--- src/sv/bge_pkg.sv ---
// Shared types, codes and character constants for the bracket group extractor.
// Depends on nothing; imported by bracket_group_extractor.
package bge_pkg;

    // Defaults for the top-level parameters.
    localparam int STACK_DEPTH_DEF = 64;
    localparam int POS_BITS_DEF    = 16;

    // Fixed port widths.
    localparam int CMD_W   = 2;
    localparam int CHAR_W  = 8;
    localparam int EVENT_W = 3;
    localparam int ERR_W   = 2;
    localparam int POS_W   = 16;

    // Character constants.
    localparam logic [CHAR_W-1:0] CH_OPEN_ROUND   = 8'h28;
    localparam logic [CHAR_W-1:0] CH_OPEN_CURLY   = 8'h7B;
    localparam logic [CHAR_W-1:0] CH_OPEN_SQUARE  = 8'h5B;
    localparam logic [CHAR_W-1:0] CH_CLOSE_ROUND  = 8'h29;
    localparam logic [CHAR_W-1:0] CH_CLOSE_CURLY  = 8'h7D;
    localparam logic [CHAR_W-1:0] CH_CLOSE_SQUARE = 8'h5D;
    localparam logic [CHAR_W-1:0] CH_NEWLINE      = 8'h0A;
    localparam logic [CHAR_W-1:0] CH_SPACE        = 8'h20;

    // Item commands.
    typedef enum logic [CMD_W-1:0] {
        CMD_CHAR    = 2'd0,
        CMD_EOL     = 2'd1,
        CMD_RESTART = 2'd2
    } t_cmd;

    // Bracket kinds as kept on the stack.
    typedef enum logic [1:0] {
        KIND_NONE   = 2'd0,
        KIND_ROUND  = 2'd1,
        KIND_CURLY  = 2'd2,
        KIND_SQUARE = 2'd3
    } t_kind;

    // Event codes reported with each result.
    typedef enum logic [EVENT_W-1:0] {
        EV_NONE         = 3'd0,
        EV_OPEN_ROUND   = 3'd1,
        EV_OPEN_CURLY   = 3'd2,
        EV_OPEN_SQUARE  = 3'd3,
        EV_CLOSE        = 3'd4,
        EV_ERROR        = 3'd5
    } t_event;

    // Error kinds.
    typedef enum logic [ERR_W-1:0] {
        ERR_NONE     = 2'd0,
        ERR_MISMATCH = 2'd1,
        ERR_DEEP     = 2'd2
    } t_err;

    // Kind of an opening bracket, or none.
    function automatic t_kind open_kind(input logic [CHAR_W-1:0] c);
        t_kind k;
        k = KIND_NONE;
        if (c == CH_OPEN_ROUND) begin
            k = KIND_ROUND;
        end else if (c == CH_OPEN_CURLY) begin
            k = KIND_CURLY;
        end else if (c == CH_OPEN_SQUARE) begin
            k = KIND_SQUARE;
        end
        return k;
    endfunction

    // Kind of a closing bracket, or none.
    function automatic t_kind close_kind(input logic [CHAR_W-1:0] c);
        t_kind k;
        k = KIND_NONE;
        if (c == CH_CLOSE_ROUND) begin
            k = KIND_ROUND;
        end else if (c == CH_CLOSE_CURLY) begin
            k = KIND_CURLY;
        end else if (c == CH_CLOSE_SQUARE) begin
            k = KIND_SQUARE;
        end
        return k;
    endfunction

    // Event code for a top-level group opened with the given kind.
    function automatic t_event open_event(input t_kind k);
        t_event e;
        unique case (k)
            KIND_ROUND:  e = EV_OPEN_ROUND;
            KIND_CURLY:  e = EV_OPEN_CURLY;
            KIND_SQUARE: e = EV_OPEN_SQUARE;
            default:     e = EV_NONE;
        endcase
        return e;
    endfunction

endpackage

--- src/sv/bracket_group_extractor.sv ---
// Bracket group extractor: stack of bracket kinds in a one-port-write memory,
// with the two top entries cached in registers. Depends on bge_pkg.
//
// A result appears in the output register in the cycle after its transfer.
// One item per cycle while the output is not stalled; the top two stack entries live in
// registers and the memory read for the third is registered in advance, so pops never wait.
// Reset (synchronous, active low) empties the stack, clears row, column and the
// error flag, and drops the output register. Stack memory needs no clearing.
module bracket_group_extractor #(
    parameter int STACK_DEPTH = bge_pkg::STACK_DEPTH_DEF,
    parameter int POS_BITS    = bge_pkg::POS_BITS_DEF
) (
    input  logic                        i_clk,
    input  logic                        i_rst_n,
    // Input channel
    input  logic                        i_valid,
    output logic                        o_stall,
    input  logic [bge_pkg::CMD_W-1:0]   i_cmd,
    input  logic [bge_pkg::CHAR_W-1:0]  i_ch,
    // Output channel
    output logic                        o_valid,
    input  logic                        i_stall,
    output logic [bge_pkg::CHAR_W-1:0]  o_plane_char,
    output logic                        o_plane_valid,
    output logic [bge_pkg::CHAR_W-1:0]  o_content_char,
    output logic                        o_content_valid,
    output logic [bge_pkg::EVENT_W-1:0] o_event_res,
    output logic [bge_pkg::ERR_W-1:0]   o_error_kind,
    output logic [bge_pkg::POS_W-1:0]   o_row,
    output logic [bge_pkg::POS_W-1:0]   o_col,
    output logic                        o_failed
);
    import bge_pkg::*;

    localparam int LVL_W = $clog2(STACK_DEPTH + 1);
    localparam int IDX_W = (STACK_DEPTH > 1) ? $clog2(STACK_DEPTH) : 1;
    localparam logic [POS_BITS-1:0] POS_MAX = {POS_BITS{1'b1}};

    // Stack memory and its registered read data (entry three below the level).
    t_kind            r_mem [STACK_DEPTH];
    t_kind            r_rdata;
    logic [IDX_W-1:0] n_raddr;

    // Control and cached stack state.
    logic [LVL_W-1:0]    r_lvl, n_lvl;
    t_kind               r_top, n_top;
    t_kind               r_below, n_below;
    logic [POS_BITS-1:0] r_row, n_row;
    logic [POS_BITS-1:0] r_col, n_col;
    logic                r_err, n_err;

    // Output register.
    logic              r_out_valid;
    logic [CHAR_W-1:0] r_plane_char, n_plane_char;
    logic              r_plane_valid, n_plane_valid;
    logic [CHAR_W-1:0] r_content_char, n_content_char;
    logic              r_content_valid, n_content_valid;
    t_event            r_event, n_event;
    t_err              r_err_kind, n_err_kind;
    logic [POS_W-1:0]  r_out_row, n_out_row;
    logic [POS_W-1:0]  r_out_col, n_out_col;
    logic              r_out_failed;

    logic             accept;
    logic             push;
    logic             pop;
    t_kind            okind;
    t_kind            ckind;
    logic [LVL_W-1:0] lvl_minus3;

    // Handshake: stall the input only while a finished result is held back.
    assign o_stall = r_out_valid && i_stall;
    assign accept  = i_valid && !o_stall;

    assign okind = open_kind(i_ch);
    assign ckind = close_kind(i_ch);

    // Item processing: next state and the result of the offered item.
    always_comb begin
        logic fail;
        logic skip_content;
        logic blank;
        fail            = 1'b0;
        skip_content    = 1'b0;
        blank           = 1'b0;
        push            = 1'b0;
        pop             = 1'b0;
        n_lvl           = r_lvl;
        n_top           = r_top;
        n_below         = r_below;
        n_row           = r_row;
        n_col           = r_col;
        n_err           = r_err;
        n_plane_char    = '0;
        n_plane_valid   = 1'b0;
        n_content_char  = '0;
        n_content_valid = 1'b0;
        n_event         = EV_NONE;
        n_err_kind      = ERR_NONE;
        n_out_row       = POS_W'(r_row);
        n_out_col       = POS_W'(r_col);

        unique case (t_cmd'(i_cmd))
            CMD_RESTART: begin
                n_lvl     = '0;
                n_row     = '0;
                n_col     = '0;
                n_err     = 1'b0;
                n_out_row = '0;
                n_out_col = '0;
            end
            CMD_EOL: begin
                if (!r_err) begin
                    if (r_lvl != '0) begin
                        n_content_char  = CH_NEWLINE;
                        n_content_valid = 1'b1;
                    end
                    if (r_row != POS_MAX) begin
                        n_row = r_row + 1'b1;
                    end
                    n_col = '0;
                end
            end
            CMD_CHAR: begin
                if (!r_err) begin
                    if (okind != KIND_NONE) begin
                        if (int'(r_lvl) >= STACK_DEPTH) begin
                            fail       = 1'b1;
                            n_err_kind = ERR_DEEP;
                        end else begin
                            if (r_lvl == '0) begin
                                n_event      = open_event(okind);
                                skip_content = 1'b1;
                            end
                            push = 1'b1;
                        end
                    end else if (ckind != KIND_NONE) begin
                        if (r_lvl == '0 || r_top != ckind) begin
                            fail       = 1'b1;
                            n_err_kind = ERR_MISMATCH;
                        end else begin
                            pop   = 1'b1;
                            blank = 1'b1;
                            if (r_lvl == LVL_W'(1)) begin
                                n_event = EV_CLOSE;
                            end
                        end
                    end

                    // Stack update: the cached entries shift down or up by one.
                    if (push) begin
                        n_lvl   = r_lvl + 1'b1;
                        n_top   = okind;
                        n_below = r_top;
                    end else if (pop) begin
                        n_lvl   = r_lvl - 1'b1;
                        n_top   = r_below;
                        n_below = r_rdata;
                    end

                    if (fail) begin
                        n_err   = 1'b1;
                        n_event = EV_ERROR;
                    end else begin
                        if (n_lvl != '0 && !skip_content) begin
                            n_content_char  = i_ch;
                            n_content_valid = 1'b1;
                        end
                        n_plane_char  = (n_lvl == '0 && !blank) ? i_ch : CH_SPACE;
                        n_plane_valid = 1'b1;
                        if (r_col != POS_MAX) begin
                            n_col = r_col + 1'b1;
                        end
                    end
                end
            end
            default: begin
                // Unused command code: nothing changes.
            end
        endcase
    end

    // Read address for the entry three below the next level.
    assign lvl_minus3 = n_lvl - LVL_W'(3);
    always_comb begin
        if (int'(n_lvl) >= 3) begin
            n_raddr = lvl_minus3[IDX_W-1:0];
        end else begin
            n_raddr = '0;
        end
    end

    // Stack memory: a push writes at the level, the read runs every cycle.
    always_ff @(posedge i_clk) begin
        if (accept && push) begin
            r_mem[r_lvl[IDX_W-1:0]] <= okind;
        end
        r_rdata <= r_mem[accept ? n_raddr : (int'(r_lvl) >= 3 ?
                   IDX_W'(r_lvl - LVL_W'(3)) : IDX_W'(0))];
    end

    // Control state.
    always_ff @(posedge i_clk) begin
        if (!i_rst_n) begin
            r_lvl <= '0;
            r_row <= '0;
            r_col <= '0;
            r_err <= 1'b0;
        end else if (accept) begin
            r_lvl <= n_lvl;
            r_row <= n_row;
            r_col <= n_col;
            r_err <= n_err;
        end
    end

    // Cached top entries.
    always_ff @(posedge i_clk) begin
        if (accept) begin
            r_top   <= n_top;
            r_below <= n_below;
        end
    end

    // Output valid: set on a transfer in, cleared once the result is taken.
    always_ff @(posedge i_clk) begin
        if (!i_rst_n) begin
            r_out_valid <= 1'b0;
        end else if (accept) begin
            r_out_valid <= 1'b1;
        end else if (!i_stall) begin
            r_out_valid <= 1'b0;
        end
    end

    // Output payload.
    always_ff @(posedge i_clk) begin
        if (accept) begin
            r_plane_char    <= n_plane_char;
            r_plane_valid   <= n_plane_valid;
            r_content_char  <= n_content_char;
            r_content_valid <= n_content_valid;
            r_event         <= n_event;
            r_err_kind      <= n_err_kind;
            r_out_row       <= n_out_row;
            r_out_col       <= n_out_col;
            r_out_failed    <= n_err;
        end
    end

    assign o_valid         = r_out_valid;
    assign o_plane_char    = r_plane_char;
    assign o_plane_valid   = r_plane_valid;
    assign o_content_char  = r_content_char;
    assign o_content_valid = r_content_valid;
    assign o_event_res     = r_event;
    assign o_error_kind    = r_err_kind;
    assign o_row           = r_out_row;
    assign o_col           = r_out_col;
    assign o_failed        = r_out_failed;

    // The stack level never exceeds the memory depth.
    a_lvl_bound: assert property (@(posedge i_clk) disable iff (!i_rst_n)
        int'(r_lvl) <= STACK_DEPTH)
        else $error("stack level beyond depth");

    // A restart transfer empties the stack and clears the error.
    a_restart: assert property (@(posedge i_clk) disable iff (!i_rst_n)
        (accept && i_cmd == CMD_RESTART) |=> (r_lvl == '0 && !r_err))
        else $error("restart did not clear state");

    // While failed, only a restart may move the stack or position.
    a_frozen: assert property (@(posedge i_clk) disable iff (!i_rst_n)
        (r_err && !(accept && i_cmd == CMD_RESTART))
        |=> ($stable(r_lvl) && $stable(r_row) && $stable(r_col)))
        else $error("state moved while failed");

    // A push raises the level by exactly one.
    a_push: assert property (@(posedge i_clk) disable iff (!i_rst_n)
        (accept && push) |=> (r_lvl == $past(r_lvl) + 1'b1))
        else $error("push did not raise the level");

    // Content or plane data never comes with a failed result.
    a_no_data_failed: assert property (@(posedge i_clk) disable iff (!i_rst_n)
        (o_valid && (o_content_valid || o_plane_valid)) |-> !o_failed)
        else $error("data reported with failed status");

endmodule
--- config.mk ---
export PLATFORM = sky130hd
export DESIGN_NAME = bracket_group_extractor
export DESIGN_NICKNAME = d
export VERILOG_FILES = /design/src/sv/bge_pkg.sv /design/src/sv/bracket_group_extractor.sv
export SDC_FILE = /design/constraint.sdc
export NUM_CORES = 1
export LEC_CHECK = 0
export BUFFER_PORTS_ARGS = -buffer_cell sky130_fd_sc_hd__buf_2
export CAP_MARGIN = 20
export CORE_ASPECT_RATIO = 1.4
export CORE_UTILIZATION = 46
export DETAILED_ROUTE_END_ITERATION = 10
export GPL_ROUTABILITY_DRIVEN = 0
export PLACE_DENSITY_LB_ADDON = 0.15
export SLEW_MARGIN = 20
export SYNTH_ARGS = -nofsm -noshare
export SYNTH_HDL_FRONTEND = slang
export SYNTH_SLANG_ARGS = --single-unit
--- constraint.sdc ---
create_clock -name i_clk -period 6 [get_ports i_clk]
set_input_delay 0.6 -clock i_clk [delete_from_list [all_inputs] [get_ports i_clk]]
set_output_delay 0.6 -clock i_clk [all_outputs]
set_load 0.005 [all_outputs]
==> impl_metrics.py, run 1 <==
metrics = {
    "status": {
        "outcome": "complete, no violations",
    },
    "floorplan": {
        "initial_core_util_pct": 46.8,
        "io_pins": 72,
        "die_width_um": 132,
        "floorplan.die_area_sq_mm": 0.0242,
        "row_count": 66,
        "core_region_area_sq_mm": 0.0231,
        "die_height_um": 183,
    },
    "sta": {
        "timing.final.crit_share_pct": 86.5,
        "timing.slew.headroom_pct": 33.8,
        "setup_repair_after_global_routing_missed_its_margin": "no",
        "min_tclk_post_route_ns": 5.19,
        "report.final.hold_viol_count": 0,
        "timing_max_transition_violations_final": 0,
        "timing_worst_slew_pin_value_ns": 0.987,
        "totalNegativeSetupSlack_ns": 0,
        "fin_clk_skew_ns": 0.00782,
        "setup_viol": 0,
        "postLayoutSetupSlackWorst_ns": 0.812,
        "fmaxAchievable_mhz": 193,
        "hold_ws_ns": 0.331,
    },
    "worst_setup_path": {
        "cp_data_arrival_time_ns": 5.62,
        "rr_startpoint": "r_lvl[1]$_SDFFE_PN0P_",
        "timing.critical_path.buf_inv": 2,
        "cp-start-kind": "register",
        "r2r.worst_path.cells": 15,
        "timing.setup.critical_path_class": "reg2reg",
        "setup.worst_path.end_class": "register",
        "crit_chain": "inv_1 -> ha_1 -> and4_1 -> or3b_1 -> mux2i_1 -> a211oi_2 -> inv_1 -> ha_1 -> or4_4 -> o21ai_2 -> o21ai_0 -> a21oi_1 -> nor3_1 -> or4_1 -> o22ai_2",
        "worst_path_dominant_cell_family": "simple AND/OR/NAND/NOR gates",
        "regToRegEndpoint": "r_rdata[1]$_DFF_P_",
        "worstPathMaxFanout": 23,
        "rrSetupSlack_ns": 0.81,
        "worst-endpoint-required_ns": 6.43,
        "crit_path_max_cell_delay_ns": 0.67,
        "crit_slowest_cell": "sky130_fd_sc_hd__o21ai_2",
    },
    "layout": {
        "final_common_cell": "sky130_fd_sc_hd__edfxtp_1",
        "final_core_utilization_pct": 52.6,
        "final_cell_area_sq_mm": 0.0122,
        "final_cells": 1318,
        "layout.filler_cells": 2085,
        "most_frequent_cells_in_the_layout": "sky130_fd_sc_hd__edfxtp_1, sky130_fd_sc_hd__nor2_1, sky130_fd_sc_hd__buf_2",
        "layout_stage_area_growth_over_the_synthesis_result_pct": 12.3,
        "number_of_inserted_diodes": 0,
        "drive_above_1_share_pct": 16.0,
        "finish.net_count": 1018,
    },
    "worst_hold_path": {
        "worst_hold_path.num_cells": 2,
        "min_delay_worst_endpoint": "o_valid$_SDFFE_PN0P_",
        "startpoint_of_the_worst_hold_path": "i_valid",
        "worstHoldPathType": "in2reg",
    },
    "placement": {
        "placed_cells": 1276,
        "placement.io_buffers": 71,
        "post_dp_area_sq_mm": 0.0115,
        "placement.setup.worst_slack_ns": 0.533,
        "hpwl_mm": 17.9,
    },
    "logic_synthesis": {
        "ys_ff_latch": 231,
        "synthCells": 929,
        "yosys_warnings": 0,
        "synth_edf_count": 188,
        "netlist_area_sq_mm": 0.0108,
        "avgSynthCellArea_sq_um": 11.7,
        "synthesis.nets": 952,
        "asyncSetResetFlopFracSynth_pct": 0,
        "netlist-cell-type-count": 78,
        "synth_sequential_area_ratio_pct": 60.1,
        "synth-main-ff-cell": "sky130_fd_sc_hd__edfxtp_1",
    },
    "power_and_ir_drop": {
        "internal_power_mw": 2.61,
        "post-layout-total-power_mw": 3.42,
        "power.sequential.fraction_pct": 51.6,
        "combinational_group_share_of_total_power_pct": 10.3,
        "switchingPower_uw": 803,
        "pwr-share-clk_pct": 38.1,
        "swShare_pct": 23.5,
        "power_density_mw_per_mm2": 281,
        "power.leakage_nw": 4.55,
        "power.ir.vdd_worst_uv": 220,
    },
    "grt": {
        "track_usage_pct": 21.7,
        "gr-total-overflow": 0,
        "antenna_violations_before_repair": 0,
        "pin_count_of_the_biggest_net_entering_global_routing": 71,
        "grt_first_pass_wirelength_mm": 41.2,
        "first_global_vias": 7440,
    },
    "clock_tree": {
        "clock_tree.htree_level_count": 1,
        "clock_tree.root_cell": "sky130_fd_sc_hd__clkbuf_16",
        "clk_path_buf_depth": 3,
        "clock_sinks": 231,
        "tritoncts": "done",
        "holdBufCountCts": 0,
        "postCtsSetupBuffers": 0,
        "clock_insertion_delay_worst_skew_ns": 0.50,
        "tritoncts.num_buffers": 23,
        "clock_transition_at_the_registers_of_the_reported_paths_ns": 0.06,
        "post_cts_resize_count": 0,
    },
    "drt": {
        "detail_route.wl_per_cell_um": 19.8,
        "postRouteWirelength_mm": 26.1,
        "viasPerCell": 5.68,
        "dr_iter_0_viols": 603,
        "final_routed_drc_violation_total": 0,
        "drtAntennaViolNets": 0,
        "drtPass1Iterations": 5,
        "detailroute.via_count": 7492,
    },
    "job": {
        "cap_violations": 0,
    },
}
[power by group through the flow]
stage                     logic, mW  clock network (mW)  registers (mW)
after floorplan               0.247                   0            1.80
after global placement        0.350                   0            1.80
after detailed placement      0.352                   0            1.80
after CTS                     0.353                1.33            1.77
after global routing          0.382                1.39            1.77
final                         0.351                1.30            1.76
[per-layer routing]
metal  track usage [%]  wire [um]
met1              25.6      10400
met2              40.2      13600
met3              2.76       1220
met4              8.14        905
met5                 0          0
[sequential cells by signal, indices dropped and copies added, names as in the netlist]
signal,flops
r_err,1
r_top,2
o_failed,1
r_col,16
o_valid,1
o_plane_valid,1
o_error_kind,2
o_col,16
o_plane_char,8
o_content_char,8
r_lvl,7
o_event_res,3
o_content_valid,1
r_row,16
r_mem,128
r_rdata,2
r_below,2
o_row,16
[area by class of cell]
| type | instances | area [sq um] | area share, % |
|---|---|---|---|
| Clock buffer | 34 | 637 | 5.24 |
| Inverter | 21 | 78.8 | 0.649 |
| Multi-Input combinational cell | 626 | 3980 | 32.8 |
| Sequential cell | 231 | 6510 | 53.5 |
| Clock inverter | 8 | 41.3 | 0.340 |
| Tap cell | 306 | 383 | 3.15 |
| Timing Repair Buffer | 92 | 526 | 4.32 |
[synthesized netlist by cell type (6+ instances only)]
| library cell | n | area [sq um] |
|---|---|---|
| sky130_fd_sc_hd__edfxtp_1 | 188 | 5650 |
| sky130_fd_sc_hd__nor2_1 | 127 | 477 |
| sky130_fd_sc_hd__nand2_1 | 55 | 206 |
| sky130_fd_sc_hd__a21oi_1 | 47 | 235 |
| sky130_fd_sc_hd__dfxtp_1 | 43 | 861 |
| sky130_fd_sc_hd__o21ai_0 | 40 | 200 |
| sky130_fd_sc_hd__mux2i_1 | 36 | 360 |
| sky130_fd_sc_hd__nor2b_1 | 35 | 219 |
| sky130_fd_sc_hd__clkbuf_1 | 28 | 105 |
| sky130_fd_sc_hd__nand3_1 | 24 | 120 |
| sky130_fd_sc_hd__nor3_1 | 24 | 120 |
| sky130_fd_sc_hd__xor2_1 | 23 | 201 |
| sky130_fd_sc_hd__inv_1 | 20 | 75.1 |
| sky130_fd_sc_hd__and2_1 | 17 | 106 |
| sky130_fd_sc_hd__and3_1 | 17 | 106 |
| sky130_fd_sc_hd__buf_2 | 13 | 65.1 |
| sky130_fd_sc_hd__o221ai_1 | 12 | 105 |
| sky130_fd_sc_hd__mux2_2 | 11 | 124 |
| sky130_fd_sc_hd__or3_1 | 11 | 68.8 |
| sky130_fd_sc_hd__a211oi_1 | 10 | 75.1 |
| sky130_fd_sc_hd__ha_1 | 9 | 113 |
| sky130_fd_sc_hd__nand4_1 | 9 | 56.3 |
| sky130_fd_sc_hd__a21o_1 | 7 | 52.6 |
| sky130_fd_sc_hd__nor4_1 | 7 | 43.8 |
| sky130_fd_sc_hd__xnor2_1 | 7 | 61.3 |
| sky130_fd_sc_hd__o21ai_1 | 6 | 30.0 |
[cells by family after synthesis]
logic type,synth area share [%]
AOI/OAI and AO/OA,11.2
xor gates and xnor gates,2.43
adders and majority gates,1.04
buffers and inverters,3.21
DFF,60.1
muxes,4.58
and+or+nand+nor,17.4
[worst reg2reg max path, delay by kind of cell (launching register included)]
kind                     cells  cell delay, ns
adder cells (fa/ha/maj)      2            0.58
flip-flops                   1            0.31
AO/OA/AOI/OAI                5            1.62
buffers and inverters        2            0.24
AND/OR/NAND/NOR              5            2.22
multiplexers                 1            0.16
[worst max-delay path by stage]
stage	slack, ns	depth (start not counted)	start	end
after floorplan	1.27	7	i_ch[7]	r_top[1]$_DFFE_PP_
final	0.81	15	r_lvl[1]$_SDFFE_PN0P_	r_rdata[1]$_DFF_P_
after CTS	0.87	15	r_lvl[1]$_SDFFE_PN0P_	r_rdata[1]$_DFF_P_
after detailed placement	0.53	18	i_cmd[0]	r_rdata[0]$_DFF_P_
after global placement	0.61	16	i_cmd[0]	r_rdata[1]$_DFF_P_
after global routing	0.49	15	r_lvl[1]$_SDFFE_PN0P_	r_rdata[1]$_DFF_P_
No activity file was read; power rests on OpenSTA's default activity.
==> run 2: changes to the inputs <==
Settings changed: CORE_MARGIN set to 2.
==> run 2 against run 1 <==
Compared with the run above: sequential share of layout area down 0.58 points; power up 6.4%; core utilization up 0.38 points; sequential cell count unchanged; wire length up 2.5%; hold slack worse by 0.030 ns; clock skew up 0.0094 ns; via count up 0.72%; final area up 1.1%; largest cell class unchanged; largest power group unchanged.
==> impl_metrics.py, run 2 (synthesized netlist as in run 1, its figures left out) <==
metrics = {
    "sta": {
        "timing.slew.headroom_pct": 45.3,
        "fin_clk_skew_ns": 0.0172,
        "report.final.hold_viol_count": 0,
        "timing.final.crit_share_pct": 89.2,
        "postLayoutSetupSlackWorst_ns": 0.645,
        "fmaxAchievable_mhz": 187,
        "setup_viol": 0,
        "timing_max_transition_violations_final": 0,
        "min_tclk_post_route_ns": 5.35,
        "timing_worst_slew_pin_value_ns": 0.818,
        "totalNegativeSetupSlack_ns": 0,
        "setup_repair_after_global_routing_missed_its_margin": "no",
    },
    "drt": {
        "viasPerCell": 5.72,
        "drtAntennaViolNets": 0,
        "final_routed_drc_violation_total": 0,
        "postRouteWirelength_mm": 26.8,
        "dr_iter_0_viols": 588,
        "detail_route.wl_per_cell_um": 20.3,
        "detailroute.via_count": 7546,
        "drtPass1Iterations": 7,
    },
    "worst_setup_path": {
        "rr_startpoint": "r_lvl[0]$_SDFFE_PN0P_",
        "worst_path_dominant_cell_family": "simple AND/OR/NAND/NOR gates",
        "crit_slowest_cell": "sky130_fd_sc_hd__or4_4",
        "cp_data_arrival_time_ns": 5.81,
        "worstPathMaxFanout": 38,
        "cp-start-kind": "register",
        "timing.critical_path.buf_inv": 3,
        "regToRegEndpoint": "r_rdata[1]$_DFF_P_",
        "rrSetupSlack_ns": 0.65,
        "crit_chain": "inv_1 -> ha_1 -> and4_1 -> or3b_1 -> mux2i_1 -> a211oi_2 -> inv_1 -> ha_1 -> or4_4 -> o21ai_2 -> buf_4 -> o21ai_0 -> a21oi_1 -> nor3_1 -> or4_1 -> o22ai_2",
        "worst-endpoint-required_ns": 6.45,
        "r2r.worst_path.cells": 16,
        "timing.setup.critical_path_class": "reg2reg",
        "setup.worst_path.end_class": "register",
        "crit_path_max_cell_delay_ns": 0.61,
    },
    "layout": {
        "finish.net_count": 1019,
        "largest_register_ff_count": 128,
        "multi_input_comb_area_sq_mm": 0.00399,
        "most_frequent_cells_in_the_layout": "sky130_fd_sc_hd__edfxtp_1, sky130_fd_sc_hd__nor2_1, sky130_fd_sc_hd__buf_2",
        "number_of_inserted_diodes": 0,
        "final_cell_area_sq_mm": 0.0123,
        "drive_above_1_share_pct": 16.8,
        "final_cells": 1319,
        "layout_stage_area_growth_over_the_synthesis_result_pct": 13.5,
        "final-seq-area_sq_mm": 0.00651,
        "final_common_cell": "sky130_fd_sc_hd__edfxtp_1",
        "layout.filler_cells": 2010,
    },
    "floorplan": {
        "initial_core_util_pct": 46.6,
        "io_pins": 72,
        "die_width_um": 134,
        "core_region_area_sq_mm": 0.0232,
        "floorplan.die_area_sq_mm": 0.0248,
        "die_height_um": 185,
        "row_count": 66,
    },
    "worst_hold_path": {
        "startpoint_of_the_worst_hold_path": "i_valid",
        "worst_hold_path.num_cells": 2,
        "min_delay_worst_endpoint": "o_valid$_SDFFE_PN0P_",
        "worstHoldPathType": "in2reg",
    },
    "power_and_ir_drop": {
        "power_density_mw_per_mm2": 296,
        "post-layout-total-power_mw": 3.64,
        "power.leakage_nw": 4.61,
        "power.ir.vdd_worst_uv": 225,
    },
    "clock_tree": {
        "clock_tree.htree_level_count": 1,
        "clock_tree.root_cell": "sky130_fd_sc_hd__clkbuf_16",
        "clk_path_buf_depth": 3,
        "clock_transition_at_the_registers_of_the_reported_paths_ns": 0.06,
        "tritoncts": "done",
        "clock_insertion_delay_worst_skew_ns": 0.53,
        "post_cts_resize_count": 0,
        "holdBufCountCts": 0,
        "tritoncts.num_buffers": 24,
        "postCtsSetupBuffers": 0,
        "clock_sinks": 231,
    },
    "placement": {
        "post_dp_area_sq_mm": 0.0115,
        "placed_cells": 1276,
        "placement.setup.worst_slack_ns": 0.764,
        "placement.io_buffers": 71,
        "hpwl_mm": 18.2,
    },
    "grt": {
        "first_global_vias": 7291,
        "gr-total-overflow": 0,
        "pin_count_of_the_biggest_net_entering_global_routing": 65,
        "antenna_violations_before_repair": 0,
        "grt_first_pass_wirelength_mm": 41.4,
        "track_usage_pct": 21.6,
    },
    "job": {
        "cap_violations": 0,
    },
    "status": {
        "outcome": "complete, no violations",
    },
}
==> run 2: how the worst max path moves through the flow <==
stage	startpoint	to	cells after the start	slack (ns)
3_3_place_gp	r_lvl[0]$_SDFFE_PN0P_	r_rdata[1]$_DFF_P_	16	0.94
4_1_cts	r_lvl[0]$_SDFFE_PN0P_	r_rdata[1]$_DFF_P_	16	0.73
2_1_floorplan	i_ch[7]	r_top[1]$_DFFE_PP_	7	1.27
5_1_grt	r_lvl[0]$_SDFFE_PN0P_	r_rdata[0]$_DFF_P_	16	0.33
3_5_place_dp	r_lvl[0]$_SDFFE_PN0P_	r_rdata[1]$_DFF_P_	16	0.76
6_report	r_lvl[0]$_SDFFE_PN0P_	r_rdata[1]$_DFF_P_	16	0.65
==> run 2: report_power, final <==
group | internal, mW | switching, mW
sequential | 1.75 | 0.0155
clock | 0.924 | 0.596
combinational | 0.129 | 0.223
==> run 2: cell type report <==
cell class / instances / area share, %
Multi-Input combinational cell: 626 / 32.4
Clock inverter: 10 / 1.09
Tap cell: 306 / 3.12
Sequential cell: 231 / 53.0
Timing Repair Buffer: 92 / 4.18
Inverter: 21 / 0.642
Clock buffer: 33 / 5.57
==> run 2: layer usage <==
layer | global-route usage [%] | part of all wire [%] | up-vias
met3 | 2.81 | 4.5 | 61
met1 | 26.6 | 40 | 3670
met4 | 7.96 | 3.5 | 0
li1 | - | - | 3566
met5 | 0 | 0 | -
met2 | 38.8 | 52 | 249
==> run 2: per-stage QoR <==
step / hold slack (ns) / util, %
after global routing: 0.292 / 52.9
after floorplan: 0.458 / -
after detailed placement: 0.487 / 49.4
after CTS: 0.285 / 52.9
final: 0.300 / 52.9
after global placement: 0.470 / 49.4
==> run 2: worst register-to-register path, stage by stage, from the launching register on <==
cell and delay, ns:
sky130_fd_sc_hd__dfxtp_1 0.60, sky130_fd_sc_hd__inv_1 0.20, sky130_fd_sc_hd__ha_1 0.32, sky130_fd_sc_hd__and4_1 0.35, sky130_fd_sc_hd__or3b_1 0.60, sky130_fd_sc_hd__mux2i_1 0.20, sky130_fd_sc_hd__a211oi_2 0.44, sky130_fd_sc_hd__inv_1 0.10
sky130_fd_sc_hd__ha_1 0.25, sky130_fd_sc_hd__or4_4 0.61, sky130_fd_sc_hd__o21ai_2 0.15, sky130_fd_sc_hd__buf_4 0.37, sky130_fd_sc_hd__o21ai_0 0.17, sky130_fd_sc_hd__a21oi_1 0.15, sky130_fd_sc_hd__nor3_1 0.07, sky130_fd_sc_hd__or4_1 0.56
sky130_fd_sc_hd__o22ai_2 0.15
==> run 3: changes to the inputs <==
Clock period 6 ns to 6.19 ns, I/O delays scaled along.
==> run 3 against run 2 <==
Compared with the run above: non-clock buffer count up 3; global-route usage down 0.13 points; power shrank 6.0%; highest routed layer unchanged; register-to-register slack worse by 0.18 ns; hold slack improved by 0.027 ns; wire length is 0.81% lower; combinational power about the same; clock skew is 0.0042 ns lower; first-iteration DRC count grew 11%; clock-buffer cell count is the same; critical endpoint unchanged; setup slack got worse by 0.18 ns; sequential share of layout area rose by 0.25 points.
==> impl_metrics.py, run 3 (synthesized netlist as in run 1, its figures left out) <==
metrics = {
    "status": {
        "outcome": "complete, no violations",
    },
    "grt": {
        "pin_count_of_the_biggest_net_entering_global_routing": 67,
        "gr-total-overflow": 0,
        "antenna_violations_before_repair": 0,
        "first_global_vias": 7565,
        "track_usage_pct": 21.4,
        "grt_first_pass_wirelength_mm": 41.5,
    },
    "power_and_ir_drop": {
        "internal_power_mw": 2.63,
        "pwr-share-clk_pct": 39.7,
        "combinational_group_share_of_total_power_pct": 10.2,
        "power.leakage_nw": 4.59,
        "swShare_pct": 23.2,
        "power.ir.vdd_worst_uv": 230,
        "power_density_mw_per_mm2": 280,
        "power.sequential.fraction_pct": 50.1,
        "switchingPower_uw": 793,
        "post-layout-total-power_mw": 3.42,
    },
    "worst_setup_path": {
        "timing.setup.critical_path_class": "reg2reg",
        "rrSetupSlack_ns": 0.47,
        "worst-endpoint-required_ns": 6.63,
        "worstPathMaxFanout": 21,
        "setup.worst_path.end_class": "register",
        "cp-start-kind": "register",
        "cp_data_arrival_time_ns": 6.16,
    },
    "floorplan": {
        "core_region_area_sq_mm": 0.0232,
        "io_pins": 72,
        "floorplan.die_area_sq_mm": 0.0248,
        "row_count": 66,
        "initial_core_util_pct": 46.6,
        "die_width_um": 134,
        "die_height_um": 185,
    },
    "layout": {
        "layout_stage_area_growth_over_the_synthesis_result_pct": 13.0,
        "final-seq-area_sq_mm": 0.00651,
        "number_of_inserted_diodes": 0,
        "final_common_cell": "sky130_fd_sc_hd__edfxtp_1",
        "final_cells": 1319,
        "most_frequent_cells_in_the_layout": "sky130_fd_sc_hd__edfxtp_1, sky130_fd_sc_hd__nor2_1, sky130_fd_sc_hd__buf_2",
        "layout.filler_cells": 2028,
        "largest_register_ff_count": 128,
        "multi_input_comb_area_sq_mm": 0.00399,
        "finish.net_count": 1020,
        "drive_above_1_share_pct": 16.8,
    },
    "sta": {
        "totalNegativeSetupSlack_ns": 0,
        "hold_ws_ns": 0.327,
        "timing.final.crit_share_pct": 92.4,
        "setup_repair_after_global_routing_missed_its_margin": "no",
        "fin_clk_skew_ns": 0.0130,
        "fmaxAchievable_mhz": 175,
        "report.final.hold_viol_count": 0,
        "timing_max_transition_violations_final": 0,
        "min_tclk_post_route_ns": 5.72,
        "timing.slew.headroom_pct": 40.2,
        "setup_viol": 0,
        "timing_worst_slew_pin_value_ns": 0.898,
    },
    "drt": {
        "drtPass1Iterations": 5,
        "postRouteWirelength_mm": 26.6,
        "detailroute.via_count": 7545,
        "detail_route.wl_per_cell_um": 20.1,
        "final_routed_drc_violation_total": 0,
        "dr_iter_0_viols": 653,
        "drtAntennaViolNets": 0,
        "viasPerCell": 5.72,
    },
    "clock_tree": {
        "postCtsSetupBuffers": 0,
        "tritoncts": "done",
        "clock_tree.htree_level_count": 1,
        "clock_transition_at_the_registers_of_the_reported_paths_ns": 0.06,
        "clk_path_buf_depth": 3,
        "tritoncts.num_buffers": 22,
        "clock_tree.root_cell": "sky130_fd_sc_hd__clkbuf_16",
        "clock_sinks": 231,
        "post_cts_resize_count": 0,
        "holdBufCountCts": 0,
        "clock_insertion_delay_worst_skew_ns": 0.51,
    },
    "job": {
        "cap_violations": 0,
    },
    "placement": {
        "placement.io_buffers": 71,
        "placed_cells": 1279,
        "hpwl_mm": 18.2,
    },
    "worst_hold_path": {
        "worstHoldPathType": "in2reg",
    },
}
[run 3: changes by cell type in the layout (fill, tap and decap cells not counted), sizes merged]
cell | before | now
bufinv | 3 | 2
clkinv | 6 | 5
clkinvlp | 1 | 0
buf | 92 | 95
[run 3: power by group through the flow]
stage / sequential (mW) / combinational, mW / clock, mW
floorplan: 1.74 / 0.239 / 0
global placement: 1.75 / 0.346 / 0
detailed placement: 1.75 / 0.348 / 0
CTS: 1.71 / 0.349 / 1.38
global route: 1.71 / 0.378 / 1.44
finish: 1.71 / 0.349 / 1.36
[run 3: worst paths after layout]
path,start,endpoint,cells after the start
max reg2reg,r_lvl[0]$_SDFFE_PN0P_,r_rdata[1]$_DFF_P_,15
max,r_lvl[0]$_SDFFE_PN0P_,r_rdata[1]$_DFF_P_,15
min,i_valid,o_valid$_SDFFE_PN0P_,2
min reg2reg,r_row[14]$_SDFFE_PN0P_,r_row[14]$_SDFFE_PN0P_,2
[run 3: final cells by class]
cell class,instances,share of cell area [%]
flip-flops and latches,231,53.2
multi-input cells,626,32.6
clock buffers,33,5.26
repair buffers,95,4.38
well taps,306,3.13
clock inverters,7,0.778
inverters,21,0.645
[run 3: critical path: stages, from the launching register on]
cell                       delay [ns]
sky130_fd_sc_hd__dfxtp_1         0.59
sky130_fd_sc_hd__inv_1           0.19
sky130_fd_sc_hd__ha_1            0.31
sky130_fd_sc_hd__and4_1          0.35
sky130_fd_sc_hd__or3b_1          0.58
sky130_fd_sc_hd__mux2i_1         0.19
sky130_fd_sc_hd__a211oi_2        0.47
sky130_fd_sc_hd__inv_1           0.10
sky130_fd_sc_hd__ha_1            0.25
sky130_fd_sc_hd__or4_4           0.61
sky130_fd_sc_hd__o21ai_2         0.72
sky130_fd_sc_hd__o21ai_0         0.34
sky130_fd_sc_hd__a21oi_1         0.19
sky130_fd_sc_hd__nor3b_1         0.08
sky130_fd_sc_hd__or4_1           0.52
sky130_fd_sc_hd__o22ai_2         0.14
[run 3: metrics by stage]
step,utilization [%],setup WS [ns],cell area (sq um)
after floorplan,-,1.44,10800
after global placement,49.5,0.681,11500
after detailed placement,49.5,0.527,11500
after CTS,52.7,0.519,12200
after global routing,52.7,0.141,12200
final,52.7,0.469,12200
[run 3: layer usage]
layer / up-vias / GRT usage (%) / part of all wire (%)
li1: 3565 / - / -
met1: 3657 / 25.9 / 40
met2: 247 / 38.6 / 51
met3: 76 / 3.10 / 5.2
met4: 0 / 8.60 / 3.9
met5: - / 0 / 0
